===== src/rtl/rid_pkg.sv =====
// Shared types and codes for the instruction decoder.
package rid_pkg;

	localparam int unsigned InstrW = 16;

	// ALU control codes.
	typedef enum logic [3:0] {
		ALU_ADD   = 4'd0,
		ALU_SUB   = 4'd1,
		ALU_CMP   = 4'd2,
		ALU_AND   = 4'd3,
		ALU_OR    = 4'd4,
		ALU_XOR   = 4'd5,
		ALU_MOV   = 4'd6,
		ALU_LSH   = 4'd7,
		ALU_ASH   = 4'd8,
		ALU_LOAD  = 4'd9,
		ALU_STOR  = 4'd10,
		ALU_BCOND = 4'd11,
		ALU_JCOND = 4'd12,
		ALU_JAL   = 4'd13
	} alu_op_t;

	// Major opcode / extension codes of the arithmetic family.
	localparam logic [3:0] AR_ADD = 4'b0101;
	localparam logic [3:0] AR_SUB = 4'b1001;
	localparam logic [3:0] AR_CMP = 4'b1011;
	localparam logic [3:0] AR_AND = 4'b0001;
	localparam logic [3:0] AR_OR  = 4'b0010;
	localparam logic [3:0] AR_XOR = 4'b0011;
	localparam logic [3:0] AR_MOV = 4'b1101;

	// Other major opcodes.
	localparam logic [3:0] OPC_REG   = 4'b0000;
	localparam logic [3:0] OPC_SHIFT = 4'b1000;
	localparam logic [3:0] OPC_LUI   = 4'b1111;
	localparam logic [3:0] OPC_MEM   = 4'b0100;
	localparam logic [3:0] OPC_BCOND = 4'b1100;

	// Shift family extensions.
	localparam logic [3:0] EXT_LSH  = 4'b0100;
	localparam logic [3:0] EXT_LSHI = 4'b0000;
	localparam logic [3:0] EXT_ASH  = 4'b0110;
	localparam logic [3:0] EXT_ASHI = 4'b0001;

	// Memory / jump family extensions.
	localparam logic [3:0] EXT_LOAD  = 4'b0000;
	localparam logic [3:0] EXT_STOR  = 4'b0100;
	localparam logic [3:0] EXT_JCOND = 4'b1100;
	localparam logic [3:0] EXT_JAL   = 4'b1000;

	// Decoded control bundle.
	typedef struct packed {
		alu_op_t     alu_op;
		logic        use_immediate;
		logic [3:0]  dest_or_cond;
		logic [3:0]  source_reg;
		logic [7:0]  immediate_value;
		logic        reads_memory;
		logic        writes_memory;
		logic        writes_register;
		logic        changes_pc;
		logic        is_nop;
		logic        is_illegal;
	} ctrl_t;

endpackage


===== src/rtl/risc_instruction_decoder.sv =====
// Top level of the instruction decoder: input register, decode, result register.
//
//   channel | direction | handshake          | payload
//   --------+-----------+--------------------+-------------------------------------
//   in      | input     | in_valid / in_stall | instruction[15:0]
//   out     | output    | out_valid/out_stall | alu_op .. is_illegal (control bundle)
//
// One instruction per cycle while out is not stalled; each word passes the input
// register, then the decode logic, then the result register. The decode is a single
// pass of case logic between the two registers.
// Reset (arst_n low) empties both stages; payload registers are not reset.
// A stall on out holds the result; the input register still takes a transfer
// while the result waits, and in_stall rises only when both stages are full.
module risc_instruction_decoder (
	input  logic        clk,
	input  logic        arst_n,
	// Input channel
	input  logic        in_valid,
	output logic        in_stall,
	input  logic [15:0] instruction,
	// Result channel
	output logic        out_valid,
	input  logic        out_stall,
	output logic [3:0]  alu_op,
	output logic        use_immediate,
	output logic [3:0]  dest_or_cond,
	output logic [3:0]  source_reg,
	output logic [7:0]  immediate_value,
	output logic        reads_memory,
	output logic        writes_memory,
	output logic        writes_register,
	output logic        changes_pc,
	output logic        is_nop,
	output logic        is_illegal
);

	// Stage 1: registered instruction word.
	logic                       valid_s1;
	logic [rid_pkg::InstrW-1:0] instr_s1;
	// Stage 2: registered control bundle.
	logic                       valid_s2;
	rid_pkg::ctrl_t             ctrl_s2;
	rid_pkg::ctrl_t             ctrl_dec;

	logic adv_s2;   // stage 2 loads this cycle
	logic adv_s1;   // stage 1 loads this cycle

	// Stage 2 can load when empty or when its result leaves this cycle.
	assign adv_s2   = !valid_s2 || !out_stall;
	// Stage 1 can load when empty or when its item moves to stage 2.
	assign adv_s1   = !valid_s1 || adv_s2;
	assign in_stall = !adv_s1;

	always_ff @(posedge clk or negedge arst_n) begin
		if (!arst_n) begin
			valid_s1 <= 1'b0;
		end else if (adv_s1) begin
			valid_s1 <= in_valid;
		end
	end

	always_ff @(posedge clk) begin
		if (adv_s1 && in_valid) begin
			instr_s1 <= instruction;
		end
	end

	rid_decode u_decode (
		.instruction (instr_s1),
		.ctrl        (ctrl_dec)
	);

	always_ff @(posedge clk or negedge arst_n) begin
		if (!arst_n) begin
			valid_s2 <= 1'b0;
		end else if (adv_s2) begin
			valid_s2 <= valid_s1;
		end
	end

	// Hold the result while stalled; advance only with a real item.
	always_ff @(posedge clk) begin
		if (adv_s2 && valid_s1) begin
			ctrl_s2 <= ctrl_dec;
		end
	end

	assign out_valid       = valid_s2;
	assign alu_op          = ctrl_s2.alu_op;
	assign use_immediate   = ctrl_s2.use_immediate;
	assign dest_or_cond    = ctrl_s2.dest_or_cond;
	assign source_reg      = ctrl_s2.source_reg;
	assign immediate_value = ctrl_s2.immediate_value;
	assign reads_memory    = ctrl_s2.reads_memory;
	assign writes_memory   = ctrl_s2.writes_memory;
	assign writes_register = ctrl_s2.writes_register;
	assign changes_pc      = ctrl_s2.changes_pc;
	assign is_nop          = ctrl_s2.is_nop;
	assign is_illegal      = ctrl_s2.is_illegal;

endmodule


===== src/rtl/rid_decode.sv =====
// Combinational decode of one instruction word into a control bundle.
module rid_decode (
	input  logic [rid_pkg::InstrW-1:0] instruction,
	output rid_pkg::ctrl_t             ctrl
);

	logic [3:0]       opc;
	logic [3:0]       ext;
	logic             nop;
	logic             legal;
	logic             imm;
	logic             rd;
	logic             wr;
	rid_pkg::alu_op_t alu;

	assign opc = instruction[15:12];
	assign ext = instruction[7:4];
	assign nop = (instruction == '0);

	always_comb begin
		alu   = rid_pkg::ALU_ADD;
		imm   = 1'b0;
		rd    = 1'b0;
		wr    = 1'b0;
		legal = 1'b1;
		unique case (opc)
			rid_pkg::OPC_REG: begin
				unique case (ext)
					rid_pkg::AR_ADD: alu = rid_pkg::ALU_ADD;
					rid_pkg::AR_SUB: alu = rid_pkg::ALU_SUB;
					rid_pkg::AR_CMP: alu = rid_pkg::ALU_CMP;
					rid_pkg::AR_AND: alu = rid_pkg::ALU_AND;
					rid_pkg::AR_OR:  alu = rid_pkg::ALU_OR;
					rid_pkg::AR_XOR: alu = rid_pkg::ALU_XOR;
					rid_pkg::AR_MOV: alu = rid_pkg::ALU_MOV;
					default:         legal = 1'b0;
				endcase
			end
			rid_pkg::AR_ADD: begin alu = rid_pkg::ALU_ADD; imm = 1'b1; end
			rid_pkg::AR_SUB: begin alu = rid_pkg::ALU_SUB; imm = 1'b1; end
			rid_pkg::AR_CMP: begin alu = rid_pkg::ALU_CMP; imm = 1'b1; end
			rid_pkg::AR_AND: begin alu = rid_pkg::ALU_AND; imm = 1'b1; end
			rid_pkg::AR_OR:  begin alu = rid_pkg::ALU_OR;  imm = 1'b1; end
			rid_pkg::AR_XOR: begin alu = rid_pkg::ALU_XOR; imm = 1'b1; end
			rid_pkg::AR_MOV: begin alu = rid_pkg::ALU_MOV; imm = 1'b1; end
			rid_pkg::OPC_SHIFT: begin
				unique case (ext)
					rid_pkg::EXT_LSH:  alu = rid_pkg::ALU_LSH;
					rid_pkg::EXT_LSHI: begin alu = rid_pkg::ALU_LSH; imm = 1'b1; end
					rid_pkg::EXT_ASH:  alu = rid_pkg::ALU_ASH;
					rid_pkg::EXT_ASHI: begin alu = rid_pkg::ALU_ASH; imm = 1'b1; end
					default:           legal = 1'b0;
				endcase
			end
			rid_pkg::OPC_LUI: begin alu = rid_pkg::ALU_LOAD; imm = 1'b1; end
			rid_pkg::OPC_MEM: begin
				unique case (ext)
					rid_pkg::EXT_LOAD:  begin alu = rid_pkg::ALU_LOAD; rd = 1'b1; end
					rid_pkg::EXT_STOR:  begin alu = rid_pkg::ALU_STOR; wr = 1'b1; end
					rid_pkg::EXT_JCOND: alu = rid_pkg::ALU_JCOND;
					rid_pkg::EXT_JAL:   alu = rid_pkg::ALU_JAL;
					default:            legal = 1'b0;
				endcase
			end
			rid_pkg::OPC_BCOND: alu = rid_pkg::ALU_BCOND;
			default:            legal = 1'b0;
		endcase
		if (nop) begin
			legal = 1'b0;
		end
	end

	always_comb begin
		ctrl                 = '0;
		ctrl.dest_or_cond    = instruction[11:8];
		ctrl.source_reg      = instruction[3:0];
		ctrl.immediate_value = instruction[7:0];
		ctrl.is_nop          = nop;
		ctrl.is_illegal      = !nop && !legal;
		ctrl.alu_op          = rid_pkg::ALU_ADD;
		if (legal) begin
			ctrl.alu_op          = alu;
			ctrl.use_immediate   = imm;
			ctrl.reads_memory    = rd;
			ctrl.writes_memory   = wr;
			ctrl.writes_register = !(alu == rid_pkg::ALU_CMP || alu == rid_pkg::ALU_STOR ||
				alu == rid_pkg::ALU_BCOND || alu == rid_pkg::ALU_JCOND);
			ctrl.changes_pc      = (alu == rid_pkg::ALU_BCOND || alu == rid_pkg::ALU_JCOND);
		end
	end

endmodule


===== config.mk =====
export PLATFORM = sky130hd
export DESIGN_NAME = risc_instruction_decoder
export DESIGN_NICKNAME = d
export VERILOG_FILES = /design/src/rtl/rid_pkg.sv /design/src/rtl/risc_instruction_decoder.sv /design/src/rtl/rid_decode.sv
export SDC_FILE = /design/constraint.sdc
export NUM_CORES = 1
export LEC_CHECK = 0
export BUFFER_PORTS_ARGS = -buffer_cell sky130_fd_sc_hd__buf_4
export CAP_MARGIN = 25
export CORE_MARGIN = 2
export CORE_UTILIZATION = 50
export DETAILED_ROUTE_END_ITERATION = 10
export PLACE_DENSITY = 0.86
export SLEW_MARGIN = 20
export SYNTH_ARGS = -nofsm -noshare
export SYNTH_HDL_FRONTEND = slang
export SYNTH_SLANG_ARGS = --single-unit

===== constraint.sdc =====
create_clock -name clk -period 6.9 [get_ports clk]
set_input_delay 0.345 -clock clk [delete_from_list [all_inputs] [get_ports clk]]
set_output_delay 0.345 -clock clk [all_outputs]
set_load 0.1 [all_outputs]

==> run_summary.xml <==
<?xml version="1.0" encoding="UTF-8"?>
<metrics>
  <group name="run_status">
    <metric name="status" unit="">completed</metric>
  </group>
  <group name="layout">
    <metric name="fillers" unit="">263</metric>
    <metric name="regMostFlops" unit="">instr_s1</metric>
    <metric name="layout-drive-gt1-share" unit="%">38.4</metric>
    <metric name="diodes" unit="">0</metric>
    <metric name="postLayoutCellArea" unit="mm^2">0.00224</metric>
    <metric name="nets" unit="">191</metric>
    <metric name="flip_flop_count_of_the_largest_register_all_copies_and_words_added" unit="">16</metric>
    <metric name="layout.core_utilization" unit="%">65.7</metric>
    <metric name="areaGrowthSynthToFinish" unit="%">23.0</metric>
  </group>
  <group name="global_routing">
    <metric name="grt_first_pass_wirelength" unit="um">5330</metric>
    <metric name="global_route.usage.total" unit="%">17.3</metric>
    <metric name="grt_antenna_before_repair" unit="">0</metric>
    <metric name="grt.overflow.total" unit="">0</metric>
    <metric name="grt_pass1_vias" unit="">1135</metric>
    <metric name="grt_start_max_net_pins" unit="">17</metric>
  </group>
  <group name="sta">
    <metric name="rsz0062_at_grt" unit="">no</metric>
    <metric name="worst_pin_slew" unit="ps">709</metric>
    <metric name="finalCriticalPeriod" unit="ps">2400</metric>
    <metric name="timing.final.hold_violations" unit="">0</metric>
    <metric name="max_freq" unit="MHz">417</metric>
    <metric name="slew_headroom" unit="%">52.7</metric>
    <metric name="fin_skew" unit="ps">9.09</metric>
    <metric name="final_min_period_over_clock_period" unit="%">34.8</metric>
    <metric name="setup_violations" unit="">0</metric>
    <metric name="slew_violations" unit="">0</metric>
    <metric name="setup-tns-final" unit="ps">0</metric>
    <metric name="setup_ws" unit="ps">4500</metric>
  </group>
  <group name="placed_design">
    <metric name="post-place-ws" unit="ps">4510</metric>
    <metric name="port_buffers" unit="">48</metric>
    <metric name="gp_routability_congestion" unit="">0.826</metric>
    <metric name="dpl-instance-area" unit="mm^2">0.00215</metric>
    <metric name="place.detailed.hpwl" unit="um">2330</metric>
  </group>
  <group name="critical_path">
    <metric name="worstPathCellList" unit="">or4b_1 &gt; a2111oi_2 &gt; a311oi_1 &gt; nor3_2 &gt; nor2_1 &gt; o221a_1</metric>
    <metric name="timing.critical_path.fanout_max" unit="">12</metric>
    <metric name="regToRegEndpoint" unit="">writes_register</metric>
    <metric name="worst_ep_arrival_time" unit="ps">2520</metric>
    <metric name="critical-path-max-stage-delay" unit="ps">610</metric>
    <metric name="timing.setup.critical_path_class" unit="">reg -&gt; reg</metric>
    <metric name="required_arrival_time_at_the_worst_endpoint" unit="ps">7020</metric>
    <metric name="worst_r2r_startpoint" unit="">instr_s1[13]</metric>
    <metric name="critical_path.slowest_cell" unit="">or4b_1</metric>
    <metric name="r2r.worst_path.cells" unit="">6</metric>
    <metric name="critical_path_startpoint_category" unit="">register</metric>
    <metric name="timing.critical_path.buf_inv" unit="">0</metric>
    <metric name="endpoint_kind" unit="">register</metric>
    <metric name="top_cell_family_by_delay_on_the_critical_path" unit="">simple AND/OR/NAND/NOR gates</metric>
    <metric name="reg2reg_slack" unit="ps">4500</metric>
  </group>
  <group name="pwr">
    <metric name="clkPwrFrac" unit="%">25.6</metric>
    <metric name="share_comb_of_total_power" unit="%">25.2</metric>
    <metric name="p_int" unit="W">0.000419</metric>
    <metric name="p_per_area" unit="mW/mm^2">282</metric>
    <metric name="power.net_switching" unit="W">0.000214</metric>
    <metric name="sw_frac_of_total" unit="%">33.8</metric>
    <metric name="seq_power_share" unit="%">49.2</metric>
    <metric name="power.leakage" unit="nW">0.860</metric>
    <metric name="max-vdd-ir-drop" unit="mV">0.183</metric>
  </group>
  <group name="die">
    <metric name="floorplan.io_pins" unit="">49</metric>
    <metric name="core_area" unit="mm^2">0.00342</metric>
    <metric name="dieWidth" unit="um">64.4</metric>
    <metric name="chipHeight" unit="um">64.4</metric>
    <metric name="die_area" unit="mm^2">0.00415</metric>
    <metric name="initial_standard_cell_utilization_of_the_core" unit="%">53.4</metric>
    <metric name="fp-row-count" unit="">21</metric>
  </group>
  <group name="cts">
    <metric name="clk_pin_slew_worst_paths" unit="ps">120</metric>
    <metric name="cts_tree" unit="">built</metric>
    <metric name="ctsResizeCount" unit="">0</metric>
    <metric name="cts_sinks" unit="">41</metric>
    <metric name="clk_root_buffer_cell" unit="">clkbuf_4</metric>
    <metric name="clock_path_buffers" unit="">2</metric>
    <metric name="clock_latency" unit="ps">350</metric>
    <metric name="total_clock_buffers_created_by_cts" unit="">5</metric>
    <metric name="cts_htree_levels" unit="">2</metric>
  </group>
  <group name="synthesis">
    <metric name="synth_seq_cells" unit="">41</metric>
    <metric name="ys_dominant_reg_cell" unit="">edfxtp_1</metric>
    <metric name="synth_enable_flop_cells" unit="">39</metric>
    <metric name="yosys.area_share.xor_xnor" unit="%">0.960</metric>
    <metric name="muxShareOfSynthArea" unit="%">0</metric>
    <metric name="yosys.area.top_type" unit="">edfxtp_1</metric>
    <metric name="synth.yosys.seq_area_share" unit="%">66.9</metric>
    <metric name="synth_top_area_share" unit="%">64.2</metric>
    <metric name="yosysMostFrequentCell" unit="">edfxtp_1</metric>
    <metric name="synthDistinctLibCells" unit="">47</metric>
    <metric name="post_synthesis_mean_instance_area" unit="um^2">14.5</metric>
    <metric name="ys_async_sr_fraction" unit="%">4.88</metric>
    <metric name="synth_fa_ha_area_share" unit="%">0</metric>
    <metric name="syn-instance-count" unit="">126</metric>
    <metric name="yosys-top-cells-area" unit="">edfxtp_1 64%, dfrtp_1 2.7%, nor4_1 1.7%</metric>
    <metric name="combinational_family_with_the_most_area_after_synthesis" unit="">simple AND/OR/NAND/NOR gates</metric>
    <metric name="total_nets_after_synthesis" unit="">146</metric>
    <metric name="yosys_warnings" unit="">0</metric>
    <metric name="syn_std_cell_area" unit="mm^2">0.00182</metric>
    <metric name="synth_compound_gate_area_share" unit="%">11.1</metric>
    <metric name="ys_top_cells_by_count" unit="">39 x edfxtp_1, 7 x nor2_1, 6 x inv_1</metric>
    <metric name="synth-simple-area-share" unit="%">13.6</metric>
  </group>
  <group name="route">
    <metric name="drc" unit="">0</metric>
    <metric name="wl_per_cell" unit="um">15.3</metric>
    <metric name="drt-total-wl" unit="um">3340</metric>
    <metric name="ant_nets" unit="">0</metric>
    <metric name="num_vias" unit="">1206</metric>
    <metric name="detailedRoute.firstIterationViolations" unit="">79</metric>
    <metric name="detailedRoute.firstPassIterationCount" unit="">4</metric>
    <metric name="avgViaCountPerCell" unit="">5.53</metric>
  </group>
  <group name="min_path">
    <metric name="min_delay_worst_endpoint" unit="">instr_s1[11]</metric>
    <metric name="min-delay-start" unit="">instruction[11]</metric>
    <metric name="class_of_the_worst_hold_path" unit="">in -&gt; reg</metric>
    <metric name="hold-path-cell-count" unit="">1</metric>
  </group>
  <group name="job">
    <metric name="reported_max_cap_violation_count" unit="">0</metric>
  </group>
</metrics>
-- cell type report --
class	count	area, um^2	area share (%)
Timing Repair Buffer	50	382	17.0
Tap cell	46	57.6	2.56
Inverter	7	27.5	1.23
Multi-Input combinational cell	66	472	21.0
Clock inverter	1	30.0	1.34
Sequential cell	41	1220	54.4
Clock buffer	7	55.1	2.45
-- worst register-to-register path, stage by stage (launching register included) --
cell and delay [ps]:
edfxtp_1 570, or4b_1 610, a2111oi_2 310, a311oi_1 130
nor3_2 260, nor2_1 70, o221a_1 220
-- per-stage QoR --
| stage | std cells | total power (W) | hold WS, ps |
|---|---|---|---|
| 6_report | 218 | 0.000633 | 161 |
| 3_3_place_gp | 208 | 0.000471 | 129 |
| 3_5_place_dp | 209 | 0.000476 | 132 |
| 4_1_cts | 218 | 0.000635 | 155 |
| 2_1_floorplan | 126 | 0.000444 | 49.4 |
| 5_1_grt | 218 | 0.000654 | 141 |
-- metal layers --
| metal | vias up | wire [um] | GRT usage [%] |
|---|---|---|---|
| li1 | 576 | - | - |
| met1 | 560 | 1300 | 21.0 |
| met2 | 60 | 1700 | 28.5 |
| met3 | 10 | 252 | 3.87 |
| met4 | 0 | 93 | 10.1 |
| met5 | - | 0 | 0 |
-- what timing repair did --
item                                   in CTS  in global routing
setup buffers                               0                  0
endpoints found under the hold margin       2                  0
hold buffers                                1                  0
-- logic make-up (layout without fill, tap and decap cells) --
logic type      Yosys count  in the layout
buf+inv                  19             65
simple gates             40             40
xor+xnor                  2              2
flops                    41             41
compound gates           24             24
-- power by group through the flow --
| stage | clock network, W | registers (W) | logic (W) |
|---|---|---|---|
| 2_1_floorplan | 0 | 0.000389 | 0.0000548 |
| 3_3_place_gp | 0 | 0.000315 | 0.000156 |
| 3_5_place_dp | 0 | 0.000316 | 0.000159 |
| 4_1_cts | 0.000164 | 0.000311 | 0.000160 |
| 5_1_grt | 0.000175 | 0.000314 | 0.000165 |
| 6_report | 0.000162 | 0.000311 | 0.000159 |
-- placed cells by master, fill, tap and decap left out, drive strengths merged, types with 2 or more instances in the layout --
cell	synthesis	layout
or3b	3	3
nor2b	3	3
a311oi	2	2
nand4	3	3
inv	6	6
dfrtp	2	2
a22o	2	2
nor3	4	4
nand2	3	3
clkbuf	2	7
nand3	2	2
nor4	5	5
xnor2	2	2
buf	9	49
nor3b	2	2
o211ai	3	3
nor2	7	7
a21oi	5	5
and2	2	2
edfxtp	39	39
-- worst max-delay path by stage --
stage                  from         endpoint  slack [ps]  depth (start not counted)
6_report       instr_s1[13]  writes_register        4500                          6
4_1_cts        instr_s1[13]  writes_register        4490                          6
5_1_grt        instr_s1[13]  writes_register        4330                          6
3_5_place_dp   instr_s1[13]  writes_register        4510                          6
3_3_place_gp   instr_s1[13]  writes_register        4610                          6
2_1_floorplan     out_valid        alu_op[0]        3840                          1
Note: power is estimated with default switching activity, not from simulation.
